==> src/rtl/core/gbi_pkg.sv <==
// Shared types, constants and helpers of the grid bilinear interpolator.
package gbi_pkg;

  localparam int unsigned MAX_ROWS = 128;
  localparam int unsigned MAX_COLS = 128;

  localparam int unsigned ROW_W = (MAX_ROWS > 2) ? $clog2(MAX_ROWS) : 2;
  localparam int unsigned COL_W = (MAX_COLS > 2) ? $clog2(MAX_COLS) : 2;
  localparam int unsigned IDX_W = (ROW_W > COL_W) ? ROW_W : COL_W;

  localparam int unsigned BANK_AW    = (ROW_W - 1) + (COL_W - 1);
  localparam int unsigned BANK_DEPTH = 2 ** BANK_AW;

  localparam int unsigned DATA_W = 32;
  localparam int unsigned CFG_AW = 3;
  localparam int unsigned SIZE_W = 8;

  localparam int unsigned D_W    = 33;
  localparam int unsigned P_W    = 50;
  localparam int unsigned W_FULL = P_W + 1;
  localparam int unsigned W_W    = 32;
  localparam int          W_LIMIT = 1073741824;

  typedef enum logic {
    CMD_WRITE = 1'b0,
    CMD_QUERY = 1'b1
  } cmd_e;

  typedef enum logic [CFG_AW-1:0] {
    CFG_FIRST_MIN  = 3'd0,
    CFG_SECOND_MIN = 3'd1,
    CFG_FIRST_INV  = 3'd2,
    CFG_SECOND_INV = 3'd3,
    CFG_ROWS       = 3'd4,
    CFG_COLS       = 3'd5
  } cfg_reg_e;

  typedef struct packed {
    cmd_e                      command;
    logic [6:0]                write_row;
    logic [6:0]                write_col;
    logic signed [DATA_W-1:0]  write_value;
    logic signed [DATA_W-1:0]  query_first;
    logic signed [DATA_W-1:0]  query_second;
  } gbi_item_t;

  typedef struct packed {
    logic signed [DATA_W-1:0]  interpolated;
    logic                      saturated_flag;
  } gbi_result_t;

  function automatic logic [IDX_W-1:0] size_limit(input logic [SIZE_W-1:0] sz,
                                                  input int unsigned max_n);
    int unsigned s;
    s = 32'(sz);
    if (s < 2) begin
      s = 2;
    end else if (s > max_n) begin
      s = max_n;
    end
    return IDX_W'(s - 2);
  endfunction

endpackage

==> src/rtl/core/gbi_axis.sv <==
// Four-stage axis locator: offset, scale by reciprocal step, cell index and weight.
module gbi_axis (
  input  logic                             clk_i,
  input  logic [3:0]                       en_i,
  input  logic signed [gbi_pkg::DATA_W-1:0] coord_i,
  input  logic signed [gbi_pkg::DATA_W-1:0] min_i,
  input  logic [gbi_pkg::DATA_W-1:0]       inv_i,
  input  logic [gbi_pkg::IDX_W-1:0]        lim_i,
  output logic [gbi_pkg::IDX_W-1:0]        idx_o,
  output logic signed [gbi_pkg::W_W-1:0]   w_o
);
  import gbi_pkg::*;

  localparam logic signed [W_FULL-1:0] W_POS = W_FULL'(W_LIMIT);
  localparam logic signed [W_FULL-1:0] W_NEG = -W_POS;

  logic signed [D_W-1:0]    d_q;
  logic signed [P_W-1:0]    ph_q;
  logic signed [P_W-1:0]    pl_q;
  logic signed [P_W-1:0]    p_q;
  logic signed [P_W-1:0]    raw;
  logic signed [W_FULL-1:0] wfull;
  logic [IDX_W-1:0]         idx_d;
  logic signed [W_W-1:0]    w_d;

  always_ff @(posedge clk_i) begin
    if (en_i[0]) begin
      d_q <= {coord_i[DATA_W-1], coord_i} - {min_i[DATA_W-1], min_i};
    end
    if (en_i[1]) begin
      ph_q <= d_q * $signed({1'b0, inv_i[31:16]});
      pl_q <= d_q * $signed({1'b0, inv_i[15:0]});
    end
    if (en_i[2]) begin
      p_q <= ph_q + (pl_q >>> 16);
    end
    if (en_i[3]) begin
      idx_o <= idx_d;
      w_o   <= w_d;
    end
  end

  always_comb begin
    raw = p_q >>> 16;
    if (raw < 0) begin
      idx_d = '0;
    end else if (raw > $signed(P_W'(lim_i))) begin
      idx_d = lim_i;
    end else begin
      idx_d = raw[IDX_W-1:0];
    end
    wfull = $signed({p_q[P_W-1], p_q}) - $signed(W_FULL'({idx_d, 16'b0}));
    if (wfull > W_POS) begin
      w_d = W_W'(W_POS);
    end else if (wfull < W_NEG) begin
      w_d = W_W'(W_NEG);
    end else begin
      w_d = W_W'(wfull);
    end
  end

endmodule

==> config.mk <==
export PLATFORM = sky130hd
export DESIGN_NAME = gbi_axis
export DESIGN_NICKNAME = d
export VERILOG_FILES = /design/src/rtl/core/gbi_pkg.sv /design/src/rtl/core/gbi_axis.sv
export SDC_FILE = /design/constraint.sdc
export NUM_CORES = 2
export LEC_CHECK = 0
export BUFFER_PORTS_ARGS = -buffer_cell sky130_fd_sc_hd__buf_4
export CAP_MARGIN = 5
export CORE_UTILIZATION = 30
export CTS_BUF_LIST = sky130_fd_sc_hd__clkbuf_8
export DETAILED_ROUTE_END_ITERATION = 7
export HOLD_SLACK_MARGIN = 0.03
export PLACE_DENSITY = 0.44
export SETUP_SLACK_MARGIN = 0.15
export SLEW_MARGIN = 20
export SYNTH_ARGS = -nofsm -noshare
export SYNTH_HDL_FRONTEND = slang
export SYNTH_SLANG_ARGS = --single-unit
==> constraint.sdc <==
create_clock -name clk_i -period 14.19 [get_ports clk_i]
set_clock_uncertainty 0.2 [all_clocks]
set_input_delay 2.838 -clock clk_i [delete_from_list [all_inputs] [get_ports clk_i]]
set_output_delay 2.838 -clock clk_i [all_outputs]
set_load 0.005 [all_outputs]
==> impl_metrics.env <==
export IMPL_syn_to_final_growth_pct=8.03
export IMPL_synthFlopType="edfxtp_1"
export IMPL_clk_pin_slew_worst_paths_ns=0.06
export IMPL_synth_simple_gate_area_frac=0.151
export IMPL_min_period_ns=9.59
export IMPL_worstPathRequired_ns=14.35
export IMPL_rows=146
export IMPL_whs_ns=0.375
export IMPL_dieArea_um2=161000
export IMPL_ys_async_sr_fraction=0
export IMPL_rsz0062_at_grt="false"
export IMPL_path_cells="buf_4 > nand2_1 > fa_1 > inv_1 > fa_1 > inv_1 > fa_1 > inv_1 > fa_1 > inv_1 > fa_1 > inv_1 > fa_1 > ha_1 > and4_1 > o211a_1 > o41a_1 > o211ai_1 > o21ai_0 > a21oi_1 > o31ai_1 > a211oi_1 > o21ai_0 > xor2_1"
export IMPL_path_class="input port to flop"
export IMPL_ioPinCount=147
export IMPL_synthXorXnorAreaFrac=0.0323
export IMPL_top_layer="met5"
export IMPL_holdPathEnd="p_q[0]"
export IMPL_cts_hold_buf=0
export IMPL_finalHoldViolCount=0
export IMPL_placeableCoreArea_um2=159000
export IMPL_crit_slowest_cell="o31ai_1"
export IMPL_vias=33300
export IMPL_synth_top_cell_area_share=0.421
export IMPL_first_pass_iters=8
export IMPL_status="complete, no violations"
export IMPL_cp_arrival_ns=9.76
export IMPL_drt_initial_drc_count=1362
export IMPL_synth_fp_nets=6543
export IMPL_portBuffers=146
export IMPL_setup_tns_ns=0
export IMPL_gp_congestion=0.828
export IMPL_grt_pass1_wl_um=209000
export IMPL_root_buffer="clkbuf_8"
export IMPL_synth_cell_types=73
export IMPL_wl_met2_um=58800
export IMPL_clock_latency_ns=0.65
export IMPL_syn_area_um2=47900
export IMPL_rr_worst_depth=24
export IMPL_synth_mux_area_frac=0.00211
export IMPL_whs_path_depth=1
export IMPL_die_w_um=402
export IMPL_drt_total_wl_um=129000
export IMPL_synth_edf_count=206
export IMPL_cts_resized=0
export IMPL_grt_overflow_total=0
export IMPL_reg2reg_slack_ns=6.43
export IMPL_slew_headroom=0.418
export IMPL_reg2reg_to="pl_q[42]"
export IMPL_htreeDepth=2
export IMPL_yosys_warnings=0
export IMPL_worst_slew_pin_slew_ns=0.873
export IMPL_ys_ff_latch=206
export IMPL_die_height_um=402
export IMPL_numCtsBuffers=40
export IMPL_maxSlewViolCount=0
export IMPL_antenna_left=0
export IMPL_drive_gt1_frac=0.0515
export IMPL_max_freq_mhz=104
export IMPL_critPathMaxFanout=33
export IMPL_slowest_delay_ns=0.59
export IMPL_syn_inst=5097
export IMPL_synth_common_cells="inv_1 (1,151), fa_1 (1,007), nand2_1 (717)"
export IMPL_first_global_vias=36600
export IMPL_via_per_inst=4.62
export IMPL_max_cap_violations=0
export IMPL_wl_per_cell_um=17.9
export IMPL_start_util=0.302
export IMPL_reg2reg_from="d_q[13]"
export IMPL_holdCritStartpoint="pl_q[16]"
export IMPL_met3WireLength_um=4280
export IMPL_critPathLaunchType="input port"
export IMPL_synth_top_family_by_area="adder cells"
export IMPL_cts_sinks=206
export IMPL_synth_most_common_cell="inv_1"
export IMPL_synth_area_per_cell_um2=9.40
export IMPL_finalCritPeriodShare=0.676
export IMPL_cts_tree="yes"
export IMPL_critPathMostFrequentCell="fa_1"
export IMPL_dp_hpwl_um=104000
export IMPL_grt_use_total=0.164
export IMPL_synthAdderAreaFrac=0.507
export IMPL_setup_viol=0
export IMPL_synth_top_area_cell="fa_1"
export IMPL_synth_seq_area_share=0.129
export IMPL_hp_class="flop to flop"
export IMPL_grt_antenna_before_repair=11
export IMPL_post_cts_buffers=0
export IMPL_synth_compound_area_share=0.0705
export IMPL_drc=0
export IMPL_cts_path_max_buffers=3
export IMPL_met1_length_um=64500
export IMPL_end_kind="flop"
export IMPL_ys_top_cells_by_area="fa_1 (42%), edfxtp_1 (13%), inv_1 (9.0%)"
export IMPL_grt_max_degree=71
export IMPL_crit_start="inv_i[21]"
export IMPL_nets=6545
[layout make-up]
class                      instances  area, um^2
fill                           16600      107000
tap                             2072        2590
clock inverter                    30         184
sequential                       206        6190
inverter                        1151        4320
antenna                            7        17.5
clock buffer                      40         551
timing repair buffer             181        1360
multi-input combinational       3519       36600
[sequential cells by signal, indices dropped and copies added, names as in the netlist]
signal  count
w_o        32
p_q        50
idx_o       7
pl_q       34
ph_q       50
d_q        33
[metrics by stage]
stage / worst slack [ns] / utilization / instance area (um^2) / cells
CTS: 4.50 / 0.326 / 51800 / 7199
detailed placement: 3.80 / 0.322 / 51000 / 7129
global placement: 3.90 / 0.322 / 51000 / 7129
global route: 4.21 / 0.326 / 51800 / 7201
floorplan: 5.04 / - / 47900 / 5097
finish: 4.60 / 0.327 / 51800 / 7206
[layout by cell type (no fill, tap or decap), drive strengths merged, types with 18 or more instances in the layout]
master and instances:
o21a 30, xnor2 132, a21boi 29, o21bai 18, nor3 28, a21o 79
a211oi 19, a31oi 20, and2 425, clkbuf 40, nand2 718, a21oi 160
clkinv 18, nor2b 28, ha 331, o21ai 80, buf 181, nand3 30
xor2 45, and3 27, nand4 24, nor2 102, fa 1007, inv 1162
nand2b 24, edfxtp 206, nor4 19
[metal layers]
metal  track usage  vias up
li1              -    15500
met1         0.239    17200
met2         0.267      535
met3        0.0163      100
met4        0.0238        2
met5             0        -
[cells by family (layout without fill, tap and decap cells)]
| logic type | Yosys count | in the layout |
|---|---|---|
| AOI/OAI and AO/OA | 515 | 515 |
| xor gates and xnor gates | 177 | 177 |
| adders and majority gates | 1338 | 1338 |
| buffers and inverters | 1372 | 1402 |
| DFF | 206 | 206 |
| muxes | 10 | 10 |
| other | 0 | 7 |
| and+or+nand+nor | 1479 | 1479 |
[worst max-delay path by stage]
stage	slack (ns)	depth (start not counted)	end
6_report	4.60	24	ph_q[48]
4_1_cts	4.50	24	pl_q[46]
5_1_grt	4.21	24	ph_q[48]
3_5_place_dp	3.80	24	pl_q[43]
3_3_place_gp	3.90	24	pl_q[43]
2_1_floorplan	5.04	24	ph_q[48]
[worst max-delay path, delay by kind of cell]
family                   cells  cell delay [ns]
AO/OA/AOI/OAI                8             2.29
adder cells (fa/ha/maj)      7             3.35
XOR/XNOR                     1             0.10
buffers and inverters        6             0.69
AND/OR/NAND/NOR              2             0.40
Power is not shown: default switching activity piles up to over one toggle a cycle in this logic, so the estimate is an artifact.
